===== src/rtl/sfr_pkg.sv =====
package sfr_pkg;

    // Byte position counter width; covers frame lengths up to 63 bytes.
    localparam int unsigned POS_W = 6;

    // Frame byte positions that carry the three speed words.
    localparam logic [POS_W-1:0] WORD_FIRST_POS = 6'd3;
    localparam logic [POS_W-1:0] WORD_LAST_POS  = 6'd14;

    localparam int unsigned BYTE_W  = 8;
    localparam int unsigned WORD_W  = 32;
    localparam int unsigned LANES   = 4;

    // Configuration register indexes.
    localparam logic CFG_HEAD = 1'b0;
    localparam logic CFG_TAIL = 1'b1;

    typedef struct packed {
        logic              valid;
        logic [WORD_W-1:0] ang_z_word;
        logic [WORD_W-1:0] lin_y_word;
        logic [WORD_W-1:0] lin_x_word;
    } frame_result_t;

endpackage


===== src/rtl/sfr_parser.sv =====
module sfr_parser #(
    parameter int unsigned FRAME_BYTES = 17
) (
    input  logic                        clk,
    input  logic                        rst_n,
    input  logic                        step,
    input  logic [sfr_pkg::BYTE_W-1:0]  rx_byte,
    input  logic [sfr_pkg::BYTE_W-1:0]  head_byte,
    input  logic [sfr_pkg::BYTE_W-1:0]  tail_byte,
    output sfr_pkg::frame_result_t      result
);
    import sfr_pkg::*;

    localparam logic [POS_W-1:0] LAST_POS  = POS_W'(FRAME_BYTES - 1);
    localparam logic [POS_W-1:0] CHECK_POS = POS_W'(FRAME_BYTES - 2);
    localparam logic [POS_W-1:0] XOR_END   = POS_W'(FRAME_BYTES - 3);
    localparam logic [POS_W-1:0] FRAME_LEN = POS_W'(FRAME_BYTES);

    logic [POS_W-1:0]  pos_reg,   pos_next;
    logic [BYTE_W-1:0] xor_reg,   xor_next;
    logic [BYTE_W-1:0] check_reg, check_next;
    logic [WORD_W-1:0] x_reg,     x_next;
    logic [WORD_W-1:0] y_reg,     y_next;
    logic [WORD_W-1:0] z_reg,     z_next;
    logic              hunting;

    assign hunting = (pos_reg == '0) || (pos_reg >= FRAME_LEN);

    always_comb
    begin
        pos_next   = pos_reg;
        xor_next   = xor_reg;
        check_next = check_reg;
        x_next     = x_reg;
        y_next     = y_reg;
        z_next     = z_reg;
        result     = '0;
        if (step)
        begin
            if (hunting)
            begin
                pos_next = '0;
                if (rx_byte == head_byte)
                begin
                    pos_next   = POS_W'(1);
                    xor_next   = '0;
                    check_next = '0;
                    x_next     = '0;
                    y_next     = '0;
                    z_next     = '0;
                end
            end
            else
            begin
                if (pos_reg <= XOR_END)
                    xor_next = xor_reg ^ rx_byte;
                if (pos_reg == CHECK_POS)
                    check_next = rx_byte;
                // Little-endian lane capture into the three words.
                for (int k = 0; k < LANES; k++)
                begin
                    if (pos_reg == WORD_FIRST_POS + POS_W'(k))
                        x_next[k*BYTE_W +: BYTE_W] = rx_byte;
                    if (pos_reg == WORD_FIRST_POS + POS_W'(LANES + k))
                        y_next[k*BYTE_W +: BYTE_W] = rx_byte;
                    if (pos_reg == WORD_FIRST_POS + POS_W'(2*LANES + k))
                        z_next[k*BYTE_W +: BYTE_W] = rx_byte;
                end
                if (pos_reg == LAST_POS)
                begin
                    pos_next          = '0;
                    result.valid      = (rx_byte == tail_byte) && (xor_reg == check_reg);
                    result.lin_x_word = x_reg;
                    result.lin_y_word = y_reg;
                    result.ang_z_word = z_reg;
                end
                else
                    pos_next = pos_reg + POS_W'(1);
            end
        end
    end

    always_ff @(posedge clk or negedge rst_n)
    begin
        if (!rst_n)
        begin
            pos_reg   <= '0;
            xor_reg   <= '0;
            check_reg <= '0;
            x_reg     <= '0;
            y_reg     <= '0;
            z_reg     <= '0;
        end
        else
        begin
            pos_reg   <= pos_next;
            xor_reg   <= xor_next;
            check_reg <= check_next;
            x_reg     <= x_next;
            y_reg     <= y_next;
            z_reg     <= z_next;
        end
    end

endmodule


===== src/rtl/sfr_out_reg.sv =====
module sfr_out_reg (
    input  logic                                  clk,
    input  logic                                  rst_n,
    input  sfr_pkg::frame_result_t                result,
    input  logic                                  tready,
    output logic                                  busy,
    output logic                                  tvalid,
    output logic [3*sfr_pkg::WORD_W-1:0]          tdata
);
    import sfr_pkg::*;

    logic                  valid_reg, valid_next;
    logic [3*WORD_W-1:0]   data_reg,  data_next;

    // Holding a result nobody has taken yet stalls the parser.
    assign busy = valid_reg && !tready;

    always_comb
    begin
        valid_next = valid_reg;
        data_next  = data_reg;
        if (!busy)
        begin
            valid_next = result.valid;
            if (result.valid)
                data_next = {result.ang_z_word, result.lin_y_word, result.lin_x_word};
        end
    end

    always_ff @(posedge clk or negedge rst_n)
    begin
        if (!rst_n)
            valid_reg <= 1'b0;
        else
            valid_reg <= valid_next;
    end

    always_ff @(posedge clk)
    begin
        data_reg <= data_next;
    end

    assign tvalid = valid_reg;
    assign tdata  = data_reg;

endmodule


===== src/rtl/serial_frame_receiver_bcc_top.sv =====
// A word accepted on s_axis that completes a good frame drives m_axis through the input
// register, then the result register; a result waiting on m_axis can hold it between them.
// Throughput: one byte word per cycle while m_axis takes results; while a result waits
// on m_axis the parser holds, and only one more byte is taken into the input register.
// Reset (rst_n, async, active low): parser hunts for the head byte, head=123, tail=125.
module serial_frame_receiver_bcc_top #(
    parameter int unsigned FRAME_BYTES = 17   // 17..63
) (
    input  logic        clk,
    input  logic        rst_n,
    // Configuration write port
    input  logic        cfg_we,
    input  logic        cfg_index,      // 0 head_byte, 1 tail_byte
    input  logic [7:0]  cfg_data,
    // Received bytes
    input  logic        s_axis_tvalid,
    output logic        s_axis_tready,
    input  logic [7:0]  s_axis_tdata,   // [7:0] rx_byte
    // Decoded speed words
    output logic        m_axis_tvalid,
    input  logic        m_axis_tready,
    output logic [95:0] m_axis_tdata    // [31:0] lin_x_word, [63:32] lin_y_word,
                                        // [95:64] ang_z_word
);
    import sfr_pkg::*;

    logic [BYTE_W-1:0] head_reg, head_next;
    logic [BYTE_W-1:0] tail_reg, tail_next;
    logic              in_valid_reg, in_valid_next;
    logic [BYTE_W-1:0] in_byte_reg,  in_byte_next;
    logic              out_busy;
    logic              step;
    frame_result_t     result;

    // Config registers: plain write, indexes past the list do not exist here.
    always_comb
    begin
        head_next = head_reg;
        tail_next = tail_reg;
        if (cfg_we)
        begin
            case (cfg_index)
                CFG_HEAD: head_next = cfg_data;
                CFG_TAIL: tail_next = cfg_data;
                default:  ;
            endcase
        end
    end

    // The byte held in the input register advances into the parser
    // unless the result register is still holding an untaken result.
    assign step          = in_valid_reg && !out_busy;
    assign s_axis_tready = !in_valid_reg || !out_busy;

    always_comb
    begin
        in_valid_next = in_valid_reg;
        in_byte_next  = in_byte_reg;
        if (s_axis_tready)
        begin
            in_valid_next = s_axis_tvalid;
            if (s_axis_tvalid)
                in_byte_next = s_axis_tdata;
        end
    end

    always_ff @(posedge clk or negedge rst_n)
    begin
        if (!rst_n)
        begin
            head_reg     <= 8'd123;
            tail_reg     <= 8'd125;
            in_valid_reg <= 1'b0;
        end
        else
        begin
            head_reg     <= head_next;
            tail_reg     <= tail_next;
            in_valid_reg <= in_valid_next;
        end
    end

    always_ff @(posedge clk)
    begin
        in_byte_reg <= in_byte_next;
    end

    sfr_parser #(
        .FRAME_BYTES (FRAME_BYTES)
    ) u_parser (
        .clk       (clk),
        .rst_n     (rst_n),
        .step      (step),
        .rx_byte   (in_byte_reg),
        .head_byte (head_reg),
        .tail_byte (tail_reg),
        .result    (result)
    );

    sfr_out_reg u_out (
        .clk    (clk),
        .rst_n  (rst_n),
        .result (result),
        .tready (m_axis_tready),
        .busy   (out_busy),
        .tvalid (m_axis_tvalid),
        .tdata  (m_axis_tdata)
    );

endmodule

===== config.mk =====
export PLATFORM = sky130hd
export DESIGN_NAME = serial_frame_receiver_bcc_top
export DESIGN_NICKNAME = d
export VERILOG_FILES = /design/src/rtl/sfr_pkg.sv /design/src/rtl/sfr_parser.sv /design/src/rtl/sfr_out_reg.sv /design/src/rtl/serial_frame_receiver_bcc_top.sv
export SDC_FILE = /design/constraint.sdc
export NUM_CORES = 1
export LEC_CHECK = 0
export ABC_AREA = 1
export BUFFER_PORTS_ARGS = -buffer_cell sky130_fd_sc_hd__buf_2
export CORE_ASPECT_RATIO = 0.75
export CORE_MARGIN = 8
export CORE_UTILIZATION = 45
export CTS_CLUSTER_SIZE = 40
export DETAILED_ROUTE_END_ITERATION = 8
export GPL_TIMING_DRIVEN = 0
export PLACE_DENSITY = 0.69
export SYNTH_ARGS = -nofsm -noshare
export SYNTH_HDL_FRONTEND = slang
export SYNTH_HIERARCHICAL = 1
export SYNTH_SLANG_ARGS = --single-unit
export TNS_END_PERCENT = 50

===== constraint.sdc =====
create_clock -name clk -period 7 [get_ports clk]
set_input_delay 0.35 -clock clk [delete_from_list [all_inputs] [get_ports clk]]
set_output_delay 0.35 -clock clk [all_outputs]
set_load 0.005 [all_outputs]

=== After elaboration in Yosys (flattened, before gate mapping) ===
Cells that the tools add are included.

* Register bits after elaboration: 240
* Input bits: 22
* Output and inout port bits: 98

* Add/sub/neg operators: 1
* $lt $le $gt $ge: 2
* Equality and inequality tests: 18
* Muxes and demuxes: 27
* Bitwise operators: 5
* Reduce and logical (&&, ||, !) cells: 42

{| class="wikitable"
|+ Operators by type and width
! cell !! number
|-
| $mux W97 || 3
|-
| $mux W8 || 17
|-
| $mux W32 || 4
|-
| $eq A6 B4 Y1 const B || 8
|-
| $reduce_and A3 Y1 || 14
|-
| $reduce_bool A2 Y1 || 14
|-
| $eq A6 B3 Y1 const B || 4
|-
| $eq A8 B8 Y1 || 3
|-
| $mux W6 || 2
|-
| $reduce_and A2 Y1 || 4
|-
| $xor A8 B8 Y8 || 1
|-
| $add A6 B1 Y6 const B || 1
|-
| $eq A6 B2 Y1 const B || 1
|-
| $eq A6 B5 Y1 const B || 1
|-
| $ge A6 B5 Y1 const B || 1
|-
| $le A6 B4 Y1 const B || 1
|-
| $logic_not A6 Y1 || 1
|-
| $not A1 Y1 || 4
|-
| $logic_and A1 B1 Y1 || 3
|-
| $logic_not A1 Y1 || 3
|-
| $reduce_or A3 Y1 || 1
|-
| $logic_or A1 B1 Y1 || 2
|-
| $ne A2 B2 Y1 const B || 1
|-
| $mux W1 || 1
|}

=== Depth between registers and ports, before layout ===
* Depth in word-level cells: 6
* Mapped depth: 12

=== Modules after synthesis ===
The synthesis kept the hierarchy.

{| class="wikitable"
|+ By module, submodules not included
! module !! instances !! cells each !! area an instance (sq um) !! seq. area each (sq um)
|-
| sfr_parser || 1 || 847 || 6,587.6 || 2,952.8
|-
| sfr_out_reg || 1 || 103 || 2,940.3 || 2,907.8
|-
| serial_frame_receiver_bcc_top || 1 || 85 || 967.2 || 680.7
|}

=== Worst setup path before layout ===
No wires, ideal clock.

* Path kind: register to register
* From: register u_parser.pos_reg[0]
* To: register u_out.data_reg[0], in the netlist u_out/tdata[0] (enable)
* Data arrival time: 4.157 ns
* Required time: 6.512 ns
* Path slack: 2.355 ns
* Stages on the path, launching flop included: 13
* Path buffers: 1
* Clock period less this slack: 4.645 ns
* Path through: dfrtp_1 inv_1 ha_1 nand2_2 nand2_2 nand2_4 nand2_8 inv_4 buf_4 nand4_1 nor2_1 inv_1 a21oi_2

{| class="wikitable"
|+ RTL lines
! what !! line !! RTL
|-
| start: declaration || sfr_parser.sv:19 || <nowiki>logic [POS_W-1:0] pos_reg, pos_next;</nowiki>
|-
| start signal: assignment || sfr_parser.sv:96 || <nowiki>pos_reg <= pos_next;</nowiki>
|-
| end signal: assignment || sfr_out_reg.sv:40 || <nowiki>data_reg <= data_next;</nowiki>
|-
| end: declaration || sfr_out_reg.sv:13 || <nowiki>logic [3*WORD_W-1:0] data_reg, data_next;</nowiki>
|}

==> impl_metrics.tcl <==
set metrics [dict create \
    dominantRegCellSynth "dfrtp_1" \
    drv_slew 0 \
    place_area_mm2 0.01156 \
    startpoint "u_out/tvalid$_DFFE_PN0N_" \
    avgSynthCellArea_um2 10.14 \
    path_buf_inv 7 \
    async_reset_ff_share_pct 56.67 \
    num_vias 8075 \
    maxCapViolations 0 \
    drc 0 \
    synth_adder_area_share_pct 0.5961 \
    cts_sinks 240 \
    startpoint_type "flop" \
    synth_xor_area_share_pct 1.669 \
    hold_viol 0 \
    utilization_pct 53.87 \
    grt_pass1_wl_mm 42.57 \
    crit_family "buffers and inverters" \
    status "finished, final reports clean" \
    nets 1215 \
    ys_seq_area_share_pct 62.33 \
    numCtsBuffers 23 \
    setup_viol 0 \
    hold_start "s_axis_tdata[7]" \
    cts_tree "built" \
    critPathSlowestCell "a21oi_4" \
    diodes 0 \
    required_ns 7.22 \
    wire_per_inst_um 17.85 \
    synth_most_common_cell "nand2_1" \
    min-delay-path-class "primary input to flop" \
    synth_edf_count 104 \
    synthMuxAreaShare_pct 0 \
    seq_area_mm2 0.006541 \
    timing.hold.ws_ns 0.01662 \
    cts_max_level 1 \
    finalInstanceArea_mm2 0.01236 \
    die_area_mm2 0.02852 \
    p_leak_nw 5.611 \
    path_clk_slew_ns 0.06 \
    synth_area_leaders "edfxtp_1, dfrtp_1, nand2_1" \
    synth_top_family_by_area "simple AND/OR/NAND/NOR gates" \
    clockBufferDepth 3 \
    yosys.area.top_type_share_pct 29.76 \
    timing.slew.headroom_pct 39.21 \
    wl_mm 26.86 \
    start_util_pct 45.75 \
    max-vdd-ir-drop_mv 0.2040 \
    syn_nets 1062 \
    synth_cell_types 38 \
    rr_startpoint "u_out/tvalid$_DFFE_PN0N_" \
    rsz0062_at_grt "false" \
    die_y_um 148.3 \
    fillers 2097 \
    critical_path_class "flop to flop" \
    worst_slew_pin_slew_ns 0.9119 \
    ys_warn_count 6 \
    drive_gt1_share_pct 20.58 \
    multi_input_area_mm2 0.003471 \
    yosys_register_bits 240 \
    gr-total-overflow 0 \
    dr.pass1.iters 5 \
    clock_latency_ns 0.52 \
    largest_reg_flops 96 \
    die_x_um 192.3 \
    p_total_w 0.004900 \
    fmax_mhz 269.6 \
    cellPowerDensity_mw_per_mm2 396.5 \
    cts-root-buf "clkbuf_16" \
    slowest_delay_ns 0.56 \
    rows 48 \
    synthSimpleGateAreaFrac_pct 29.30 \
    finalCritPeriodShare_pct 52.98 \
    crit_path_end_kind "flop" \
    drtIter0Drc 816 \
    synth-compound-area-share_pct 1.431 \
    gp_congestion 0.9174 \
    syn_inst 1035 \
    io_pins 120 \
    cp.arrival_ns 3.92 \
    dpl.hpwl_mm 19.01 \
    antenna_found_initial 0 \
    grt_max_degree 78 \
    synthToLayoutAreaGrowth_pct 17.75 \
    grt_pass1_vias 7636 \
    port_buffers 117 \
    grt_usage_pct 18.70 \
    syn_area_mm2 0.01050 \
    ys_top_cells_by_count "nand2_1, dfrtp_1, nand4_1" \
    timing.setup.tns_ns 0 \
    post-synth-top-area-cell "edfxtp_1" \
    fp.coreArea_mm2 0.02294 \
    viasPerCell 5.365 \
    path_cells "inv_1, nor2_1, nor2_1, clkbuf_1, inv_1, a21oi_1, nand3_1, nor3_1, nand4_1, nor2_1, inv_1, a21oi_4, buf_16, buf_12, buf_12" \
    cp_max_fo 34 \
    fin_crit_ns 3.709 \
    ant_nets 0 \
    finalClockSkew_ns 0.01742 \
]
cell type report:
class / instances / share of cell area [%]
flip-flops and latches: 240 / 52.93
multi-input cells: 701 / 28.09
repair buffers: 128 / 6.125
clock buffers: 29 / 4.921
well taps: 300 / 3.037
plain buffers: 62 / 2.916
inverters: 32 / 1.053
clock inverters: 13 / 0.9315
layer usage:
metal | track usage, % | routed length [um] | share of wire, %
met1 | 28.35 | 12690 | 47
met2 | 27.27 | 11410 | 42
met3 | 3.744 | 2274 | 8.5
met4 | 3.963 | 487 | 1.8
met5 | 0 | 0 | 0
final timing paths:
path,to,slack [ns],depth (start not counted)
setup / recovery,u_out/tdata[73]$_DFFE_PP_,3.29,15
hold / removal,in_byte_reg[7]$_DFFE_PP_,0.02,1
setup reg to reg,u_out/tdata[73]$_DFFE_PP_,3.29,15
hold reg to reg,u_parser/z_reg[24]$_DFFE_PN0P_,0.47,2
max in group asynchronous,head_reg[1]$_DFFE_PN1P_,5.82,3
min in group asynchronous,u_parser/y_reg[4]$_DFFE_PN0P_,0.36,2
cell families (layout without fill, tap and decap cells):
| kind of cell | Yosys count | in the layout |
|---|---|---|
| and+or+nand+nor | 655 | 655 |
| DFF | 240 | 240 |
| AOI/OAI and AO/OA | 21 | 21 |
| adders and majority gates | 5 | 5 |
| buffers and inverters | 94 | 264 |
| xor gates and xnor gates | 20 | 20 |
stage by stage:
stage,instances,setup slack [ns]
floorplan,1035,2.355
global placement,1452,0.8216
detailed placement,1456,3.325
CTS,1505,3.315
global route,1505,2.976
finish,1505,3.291
layout by cell type (no fill, tap or decap), types with 7 or more instances in the layout:
master,instances
nor3b_1,43
dfstp_2,12
dfrtp_1,124
edfxtp_1,104
buf_6,11
dlygate4sd3_1,7
nand4_1,108
nand2_2,12
nand2_1,348
o21ai_0,7
clkbuf_1,18
inv_1,27
xnor2_1,14
clkbuf_16,23
nor2_1,84
buf_2,149
nand3_1,41
what timing repair did:
action | in CTS | in global routing
buffers inserted | 0 | 0
gates resized for setup | 0 | 0
endpoints found under the hold margin | 65 | 0
hold buffers | 7 | 0
report_power, final:
part / total [W] / internal (W) / switching (W)
clock: 0.00120 / 0.000689 / 0.000514
combinational: 0.00170 / 0.000516 / 0.00119
sequential: 0.00199 / 0.00179 / 0.000203
total: 0.00490 / 0.00300 / 0.00190
Note: power is estimated with default switching activity, not from simulation.
